`src/lmts_pkg.sv`:
```
// ----------------------------------------------------------------------------
// LCD mode timing sequencer package
// Shared types, mode codes, register indexes and timing constants.
// ----------------------------------------------------------------------------
package lmts_pkg;

  localparam int TICK_W  = 17;
  localparam int LINE_W  = 8;
  localparam int MODE_W  = 2;
  localparam int IDX_W   = 3;
  localparam int IN_W    = 16;
  localparam int OUT_W   = 24;

  // Display modes as seen in the status register.
  localparam logic [MODE_W-1:0] MODE_HBLANK = 2'd0;
  localparam logic [MODE_W-1:0] MODE_VBLANK = 2'd1;
  localparam logic [MODE_W-1:0] MODE_OAM    = 2'd2;
  localparam logic [MODE_W-1:0] MODE_XFER   = 2'd3;

  // Configuration register indexes.
  localparam logic [IDX_W-1:0] REG_DISPLAY_EN = 3'd0;
  localparam logic [IDX_W-1:0] REG_HBLANK_IE  = 3'd1;
  localparam logic [IDX_W-1:0] REG_VBLANK_IE  = 3'd2;
  localparam logic [IDX_W-1:0] REG_OAM_IE     = 3'd3;
  localparam logic [IDX_W-1:0] REG_MATCH_IE   = 3'd4;

  // Timing constants in clock ticks and scan lines.
  localparam logic [TICK_W-1:0] FRAME_TICKS  = 17'd70224;
  localparam logic [TICK_W-1:0] OAM_TICKS    = 17'd80;
  localparam logic [TICK_W-1:0] XFER_TICKS   = 17'd172;
  localparam logic [TICK_W-1:0] HBLANK_TICKS = 17'd204;
  localparam logic [TICK_W-1:0] LINE_TICKS   = 17'd456;
  localparam logic [LINE_W-1:0] VBLANK_LINE  = 8'd144;
  localparam logic [LINE_W-1:0] LAST_LINE    = 8'd153;

  typedef struct packed {
    logic display_en;
    logic hblank_ie;
    logic vblank_ie;
    logic oam_ie;
    logic match_ie;
  } lmts_cfg_t;

  typedef struct packed {
    logic [7:0] line_compare;
    logic [7:0] ticks;
  } lmts_in_t;

  typedef struct packed {
    logic [TICK_W-1:0] tick_count;
    logic [MODE_W-1:0] mode;
    logic [MODE_W-1:0] status_mode;
    logic [LINE_W-1:0] line;
    logic              match;
  } lmts_state_t;

  typedef struct packed {
    logic vblank_irq;
    logic status_irq;
    logic line_done;
    logic frame_done;
  } lmts_flags_t;

endpackage

```
`src/lmts_cfg.sv`:
```
// ----------------------------------------------------------------------------
// LCD mode timing sequencer configuration registers
// Holds the display enable and the four status interrupt enables.
// ----------------------------------------------------------------------------
module lmts_cfg (
  input  logic                      clk,
  input  logic                      rst,
  input  logic                      cfg_we,
  input  logic [lmts_pkg::IDX_W-1:0] cfg_index,
  input  logic                      cfg_data,
  output lmts_pkg::lmts_cfg_t       cfg
);
  import lmts_pkg::*;

  always_ff @(posedge clk) begin
    if (rst) begin
      cfg.display_en <= 1'b1;
      cfg.hblank_ie  <= 1'b0;
      cfg.vblank_ie  <= 1'b0;
      cfg.oam_ie     <= 1'b0;
      cfg.match_ie   <= 1'b0;
    end else if (cfg_we) begin
      case (cfg_index)
        REG_DISPLAY_EN: cfg.display_en <= cfg_data;
        REG_HBLANK_IE:  cfg.hblank_ie  <= cfg_data;
        REG_VBLANK_IE:  cfg.vblank_ie  <= cfg_data;
        REG_OAM_IE:     cfg.oam_ie     <= cfg_data;
        REG_MATCH_IE:   cfg.match_ie   <= cfg_data;
        default: ;
      endcase
    end
  end

endmodule

```
`src/lmts_step.sv`:
```
// ----------------------------------------------------------------------------
// LCD mode timing sequencer step logic
// Computes the next timing state and the event flags for one item.
// ----------------------------------------------------------------------------
module lmts_step (
  input  lmts_pkg::lmts_cfg_t   cfg,
  input  lmts_pkg::lmts_in_t    item,
  input  lmts_pkg::lmts_state_t cur,
  output lmts_pkg::lmts_state_t nxt,
  output lmts_pkg::lmts_flags_t flags
);
  import lmts_pkg::*;

  logic [TICK_W:0]   sum;
  logic [TICK_W-1:0] count;
  logic [LINE_W-1:0] line_inc;
  logic              hit;

  assign sum      = {1'b0, cur.tick_count} + {{(TICK_W - 7){1'b0}}, item.ticks};
  assign count    = sum[TICK_W] ? {TICK_W{1'b1}} : sum[TICK_W-1:0];
  assign line_inc = cur.line + 8'd1;
  assign hit      = (line_inc == item.line_compare);

  always_comb begin
    nxt              = cur;
    nxt.tick_count   = count;
    flags            = '0;
    if (!cfg.display_en) begin
      nxt.mode = MODE_HBLANK;
      if (count >= FRAME_TICKS) begin
        nxt.tick_count = count - FRAME_TICKS;
      end
    end else begin
      case (cur.mode)
        MODE_HBLANK: begin
          if (count >= HBLANK_TICKS) begin
            nxt.tick_count = count - HBLANK_TICKS;
            nxt.line       = line_inc;
            nxt.match      = hit;
            if (line_inc == VBLANK_LINE) begin
              nxt.mode         = MODE_VBLANK;
              flags.frame_done = 1'b1;
              flags.vblank_irq = 1'b1;
              flags.status_irq = (hit & cfg.match_ie) | cfg.vblank_ie;
            end else begin
              nxt.mode         = MODE_OAM;
              flags.status_irq = (hit & cfg.match_ie) | cfg.oam_ie;
            end
            nxt.status_mode = nxt.mode;
          end
        end
        MODE_VBLANK: begin
          if (count >= LINE_TICKS) begin
            nxt.tick_count   = count - LINE_TICKS;
            nxt.line         = line_inc;
            nxt.match        = hit;
            flags.status_irq = hit & cfg.match_ie;
            if (line_inc == LAST_LINE) begin
              // The last line is compared, then the frame wraps to line zero.
              nxt.line         = '0;
              nxt.mode         = MODE_OAM;
              nxt.status_mode  = MODE_OAM;
              flags.status_irq = (hit & cfg.match_ie) | cfg.oam_ie;
            end
          end
        end
        MODE_OAM: begin
          if (count >= OAM_TICKS) begin
            nxt.tick_count  = count - OAM_TICKS;
            nxt.mode        = MODE_XFER;
            nxt.status_mode = MODE_XFER;
          end
        end
        default: begin
          if (count >= XFER_TICKS) begin
            nxt.tick_count   = count - XFER_TICKS;
            nxt.mode         = MODE_HBLANK;
            nxt.status_mode  = MODE_HBLANK;
            flags.line_done  = 1'b1;
            flags.status_irq = cfg.hblank_ie;
          end
        end
      endcase
    end
  end

endmodule

```
`src/lcd_mode_timing_sequencer.sv`:
```
// ----------------------------------------------------------------------------
// LCD mode timing sequencer
// Walks the LCD display modes from elapsed tick counts and raises interrupts.
// ----------------------------------------------------------------------------
// Each input transfer carries the clock ticks elapsed since the previous one
// and the current line compare value. The block adds the ticks to its mode
// counter and makes at most one mode change per transfer: OAM search takes 80
// ticks, pixel transfer 172, horizontal blank 204, and each vertical blank
// line 456. Line 144 enters vertical blank and line 153 wraps to line 0. One
// result transfer comes out for every input transfer, in order. An item is
// registered in the input register, is stepped through a single adder and
// compare path against the timing state, and lands in the output register;
// a new item is taken every cycle while the output side keeps up. The output
// register holds a result under backpressure and the input register holds one
// more item, after which s_tready drops. Configuration registers are written
// through cfg_we, cfg_index and cfg_data and should be changed only while no
// transfer is in flight.
module lcd_mode_timing_sequencer (
  input  logic                       clk,
  input  logic                       rst,
  input  logic                       s_tvalid,
  output logic                       s_tready,
  // [7:0] ticks, [15:8] line_compare
  input  logic [lmts_pkg::IN_W-1:0]  s_tdata,
  output logic                       m_tvalid,
  input  logic                       m_tready,
  // [1:0] mode_now, [3:2] status_mode, [11:4] line_now, [12] match_flag,
  // [13] vblank_irq, [14] status_irq, [15] line_done, [16] frame_done,
  // [23:17] zero
  output logic [lmts_pkg::OUT_W-1:0] m_tdata,
  input  logic                       cfg_we,
  input  logic [lmts_pkg::IDX_W-1:0] cfg_index,
  input  logic                       cfg_data
);
  import lmts_pkg::*;

  lmts_cfg_t   cfg;
  lmts_in_t    in_item;
  logic        in_valid;
  lmts_state_t state;
  lmts_state_t state_next;
  lmts_flags_t flags;
  lmts_state_t res_state;
  lmts_flags_t res_flags;
  logic        out_valid;
  logic        step;

  lmts_cfg u_cfg (
    .clk       (clk),
    .rst       (rst),
    .cfg_we    (cfg_we),
    .cfg_index (cfg_index),
    .cfg_data  (cfg_data),
    .cfg       (cfg)
  );

  lmts_step u_step (
    .cfg   (cfg),
    .item  (in_item),
    .cur   (state),
    .nxt   (state_next),
    .flags (flags)
  );

  // The held item steps whenever the output register is empty or draining.
  assign step     = in_valid && (!out_valid || m_tready);
  assign s_tready = !in_valid || step;

  always_ff @(posedge clk) begin
    if (rst) begin
      in_valid <= 1'b0;
    end else if (s_tready) begin
      in_valid <= s_tvalid;
    end
  end

  always_ff @(posedge clk) begin
    if (s_tready && s_tvalid) begin
      in_item <= s_tdata;
    end
  end

  // Timing state advances once per stepped item.
  always_ff @(posedge clk) begin
    if (rst) begin
      state <= '0;
    end else if (step) begin
      state <= state_next;
    end
  end

  always_ff @(posedge clk) begin
    if (rst) begin
      out_valid <= 1'b0;
    end else if (step) begin
      out_valid <= 1'b1;
    end else if (m_tready) begin
      out_valid <= 1'b0;
    end
  end

  always_ff @(posedge clk) begin
    if (step) begin
      res_state <= state_next;
      res_flags <= flags;
    end
  end

  assign m_tvalid = out_valid;
  assign m_tdata  = {7'd0, res_flags.frame_done, res_flags.line_done,
                     res_flags.status_irq, res_flags.vblank_irq, res_state.match,
                     res_state.line, res_state.status_mode, res_state.mode};

  // Vertical blank is only ever entered at line 144, so no earlier line shows in it.
  a_vblank_lines: assert property (@(posedge clk) disable iff (rst)
    state.mode == MODE_VBLANK |-> state.line >= VBLANK_LINE)
    else $error("vertical blank mode outside the vertical blank lines");

  // A frame-done result reports the first vertical blank line.
  a_frame_done: assert property (@(posedge clk) disable iff (rst)
    (m_tvalid && res_flags.frame_done) |->
      (res_state.mode == MODE_VBLANK && res_state.line == VBLANK_LINE))
    else $error("frame done without entering vertical blank");

  // A line-done result always lands in horizontal blank.
  a_line_done: assert property (@(posedge clk) disable iff (rst)
    (m_tvalid && res_flags.line_done) |->
      (res_state.mode == MODE_HBLANK && res_state.status_mode == MODE_HBLANK))
    else $error("line done without entering horizontal blank");

  // A stepped item always produces a result in the next cycle.
  a_step_result: assert property (@(posedge clk) disable iff (rst)
    step |=> m_tvalid)
    else $error("stepped item produced no result");

endmodule
```
`config.mk`:
```
export PLATFORM = sky130hd
export DESIGN_NAME = lcd_mode_timing_sequencer
export DESIGN_NICKNAME = d
export VERILOG_FILES = /design/src/lmts_pkg.sv /design/src/lmts_cfg.sv /design/src/lmts_step.sv /design/src/lcd_mode_timing_sequencer.sv
export SDC_FILE = /design/constraint.sdc
export NUM_CORES = 1
export LEC_CHECK = 0
export ABC_CLOCK_PERIOD_IN_PS = 9800
export BUFFER_PORTS_ARGS = -buffer_cell sky130_fd_sc_hd__buf_2
export CAP_MARGIN = 20
export CORE_AREA = 2 2 113 115
export CTS_CLUSTER_DIAMETER = 60
export DETAILED_ROUTE_END_ITERATION = 10
export DIE_AREA = 0 0 115 117
export PLACE_DENSITY = 0.8
export SYNTH_ARGS = -nofsm -noshare
export SYNTH_HDL_FRONTEND = slang
export SYNTH_SLANG_ARGS = --single-unit
```
`constraint.sdc`:
```
create_clock -name clk -period 9.8 [get_ports clk]
set_input_delay 0.98 -clock clk [delete_from_list [all_inputs] [get_ports clk]]
set_output_delay 0.98 -clock clk [all_outputs]
set_load 0.01 [all_outputs]
```
==> results.yml <==
synthesis:
  async_reset_ff_share_pct: 0
  synth_top_area_share_pct: 14.6
  yosysWarningCount: 0
  synth.area.top_cells: "edfxtp_1, dfxtp_1, nand2_1"
  synth-main-ff-cell: "dfxtp_1"
  synth_cell_types: 94
  avgSynthCellArea_um2: 7.86
  ys_seq_area_share_pct: 25.9
  synth_edf_count: 32
  synth_top_area_cell: "edfxtp_1"
  synth_cells: 835
  synth_area_um2: 6560
  ys_ff_latch: 69
cts:
  post_cts_buffers: 0
  cts_made_buffers: 9
  clockRootBuffer: "clkbuf_16"
  worstSkewPairLatency_ps: 360
  cts_hold_buf: 0
  htreeDepth: 3
  cts_buffer_depth: 2
  post_cts_resized: 0
  clkSinkCount: 69
  cts_tree: "built"
  path_clk_slew_ps: 60
global_route:
  met2_usage_pct: 50.0
  antenna_found_initial: 0
  grtUsageMet3_pct: 11.2
  grt_pass1_wl_um: 34500
  grt_use_met1_pct: 43.8
  grt_max_degree: 43
  grt.busiest_layer: "met2"
  overflow: 0
  first_global_vias: 6214
  track_usage_pct: 33.5
floorplan:
  start_util_pct: 53.3
  ioPinCount: 51
  die-area_um2: 13500
  die_x_um: 115
  die_h_um: 117
  coreArea_um2: 12300
  num_rows: 41
pwr:
  seq_power_share_pct: 24.4
  power.leakage_nw: 2.61
  p_per_area_nw_per_um2: 201
  pwr-share-clk_pct: 22.9
  p_int_mw: 0.740
  power_frac_comb_pct: 52.7
  sw_frac_of_total_pct: 47.6
  irDropWorstVdd_mv: 0.115
  power_switching_mw: 0.671
sta:
  fin_crit_sh_pct: 54.9
  setup_viol: 0
  slew_viol_final: 0
  clock-skew-final_ps: 14.7
  fmax_mhz: 186
  min_period_ps: 5380
  slew_headroom_pct: 27.4
  worst_pin_slew_ps: 1090
  rsz0062_at_grt: "no"
  fin_setup_tns_ps: 0
  hold_viol_final: 0
routing:
  post_drt_wl_per_cell_um: 22.6
  drc: 0
  ant_nets: 0
  finalWirelength_um: 22600
  vias: 7017
  firstDrtPassIters: 6
  drt-initial-drc-count: 1014
  viasPerCell: 7.04
finish:
  multi_input_area_um2: 4500
  fin_nets: 893
  final_util_pct: 57.1
  diodes: 0
  nFillCells: 1139
  register_area_um2: 1700
  area_growth_syn_to_layout_pct: 7.11
  drive_gt1_share_pct: 13.1
setup_path:
  slowest_stage: "nor3_2"
  path_buf_inv: 0
  crit_chain: "ha_1 > nand4_1 > o22ai_2 > o21a_1 > nor2_1 > ha_1 > and2_1 > o311a_1 > a2111o_1 > nor3_2 > nand3_1 > nand3_1 > o21ai_0 > a21oi_1"
  critPathKind: "reg2reg"
  critPathArrivalTime_ps: 5650
  critical_path_required_ps: 10080
  critical_path.max_stage_delay_ps: 710
  cp_top_family: "simple AND/OR/NAND/NOR gates"
  crit_fanout: 17
  worstSetupStartpointType: "flip-flop"
  r2r_slack_ps: 4420
  endpoint_kind: "flip-flop"
worst_hold_path:
  hp-class: "reg2reg"
placement:
  globalplace.congestion: 1.09
  dp_hpwl_um: 16300
  io_buffers: 43
run:
  cap_violations: 0
run_status:
  status: "finished clean"
==> power groups by stage <==
stage | Combinational (mW) | Sequential (mW) | Clock (mW)
global placement | 0.707 | 0.350 | 0
CTS | 0.707 | 0.344 | 0.327
detailed placement | 0.703 | 0.350 | 0
global route | 0.786 | 0.347 | 0.339
floorplan | 0.540 | 0.343 | 0
finish | 0.743 | 0.345 | 0.322
==> cell usage after synthesis (5+ instances only) <==
library cell   n
o221ai_1       5
buf_2         10
o21ai_0       58
nor4_1         7
nand4_1       10
nor2_1        67
nand2_1       91
a211oi_2       6
o211ai_1      23
and3_1        12
xor2_1        20
buf_4         12
o211a_1        6
nand3_1       38
a21oi_1       59
a211oi_1      12
a221oi_1       9
o31ai_1        5
nand2b_1       6
edfxtp_1      32
o21a_1         8
clkbuf_1      32
xnor2_1       32
a211o_1        6
o22ai_1        6
inv_1         22
and2_1         9
dfxtp_1       37
or3_1          8
a31o_2         5
a21o_1         8
o21ai_1        6
mux2i_1        6
a31oi_1        9
ha_1          25
nor3_1        26
==> kinds of logic (layout without fill, tap and decap cells) <==
kind of cell | Yosys count | in the layout | synth area share (%)
flip-flops | 69 | 69 | 25.9
AO/OA/AOI/OAI | 293 | 293 | 31.8
AND/OR/NAND/NOR | 300 | 300 | 22.6
other | 1 | 7 | 0.0571
adder cells (fa/ha/maj) | 26 | 26 | 5.07
multiplexers | 10 | 10 | 1.70
buffers and inverters | 84 | 90 | 5.91
XOR/XNOR | 52 | 52 | 6.94
==> stage by stage <==
step | instances | hold WS, ps | instance area, um2 | setup slack (ps) | total power [mW]
2_1_floorplan | 841 | 433 | 6590 | 5390 | 0.882
3_3_place_gp | 981 | 446 | 6740 | 4750 | 1.06
3_5_place_dp | 981 | 457 | 6740 | 4580 | 1.05
4_1_cts | 997 | 465 | 7030 | 4550 | 1.38
5_1_grt | 997 | 511 | 7030 | 4190 | 1.47
6_report | 997 | 463 | 7030 | 4420 | 1.41
==> final timing paths <==
| kind | to | start | depth (start not counted) |
|---|---|---|---|
| min | u_cfg.cfg[0] | u_cfg.cfg[0] | 2 |
| min reg2reg | u_cfg.cfg[0] | u_cfg.cfg[0] | 2 |
| max reg2reg | state[0] | in_item[7] | 14 |
| max | state[0] | in_item[7] | 14 |
==> cell type report <==
class	instances	share of cell area, %
multi-input combinational	688	64.0
clock inverter	7	0.926
sequential	69	24.2
timing repair buffer	49	3.70
inverter	25	1.33
clock buffer	9	3.20
tap	150	2.67
==> routing by layer <==
layer	up-vias	part of all wire, %
li1	3164	-
met1	3214	39
met2	533	43
met3	106	13
met4	0	4.7
met5	-	0
==> worst register-to-register path, stage by stage (launching register included) <==
cell and delay, ps:
edfxtp_1 370, ha_1 460, nand4_1 230, o22ai_2 360, o21a_1 540, nor2_1 340, ha_1 280, and2_1 160
o311a_1 370, a2111o_1 360, nor3_2 710, nand3_1 360, nand3_1 420, o21ai_0 180, a21oi_1 170
==> sequential cells by signal, indices dropped and copies added (netlist names) <==
register / count
state: 30
m_tdata: 16
in_valid: 1
m_tvalid: 1
u_cfg.cfg: 5
in_item: 16
==> cells in the final DEF (no fill, tap or decap), types with 5 or more instances in the layout <==
master / n
nand2_1: 91
nor2_1: 67
a21oi_1: 59
o21ai_0: 58
buf_2: 43
nand3_1: 38
dfxtp_1: 37
xnor2_1: 32
edfxtp_1: 32
nor3_1: 26
ha_1: 25
o211ai_1: 23
inv_1: 22
xor2_1: 20
and3_1: 12
a211oi_1: 12
nand4_1: 10
and2_1: 9
a31oi_1: 9
a221oi_1: 9
clkbuf_16: 9
a21o_1: 8
or3_1: 8
o21a_1: 8
nor4_1: 7
conb_1: 7
o211a_1: 6
a211oi_2: 6
o21ai_1: 6
a211o_1: 6
nand2b_1: 6
o22ai_1: 6
mux2i_1: 6
buf_4: 6
a31o_2: 5
o31ai_1: 5
o221ai_1: 5
(Power assumes the default switching activity.)
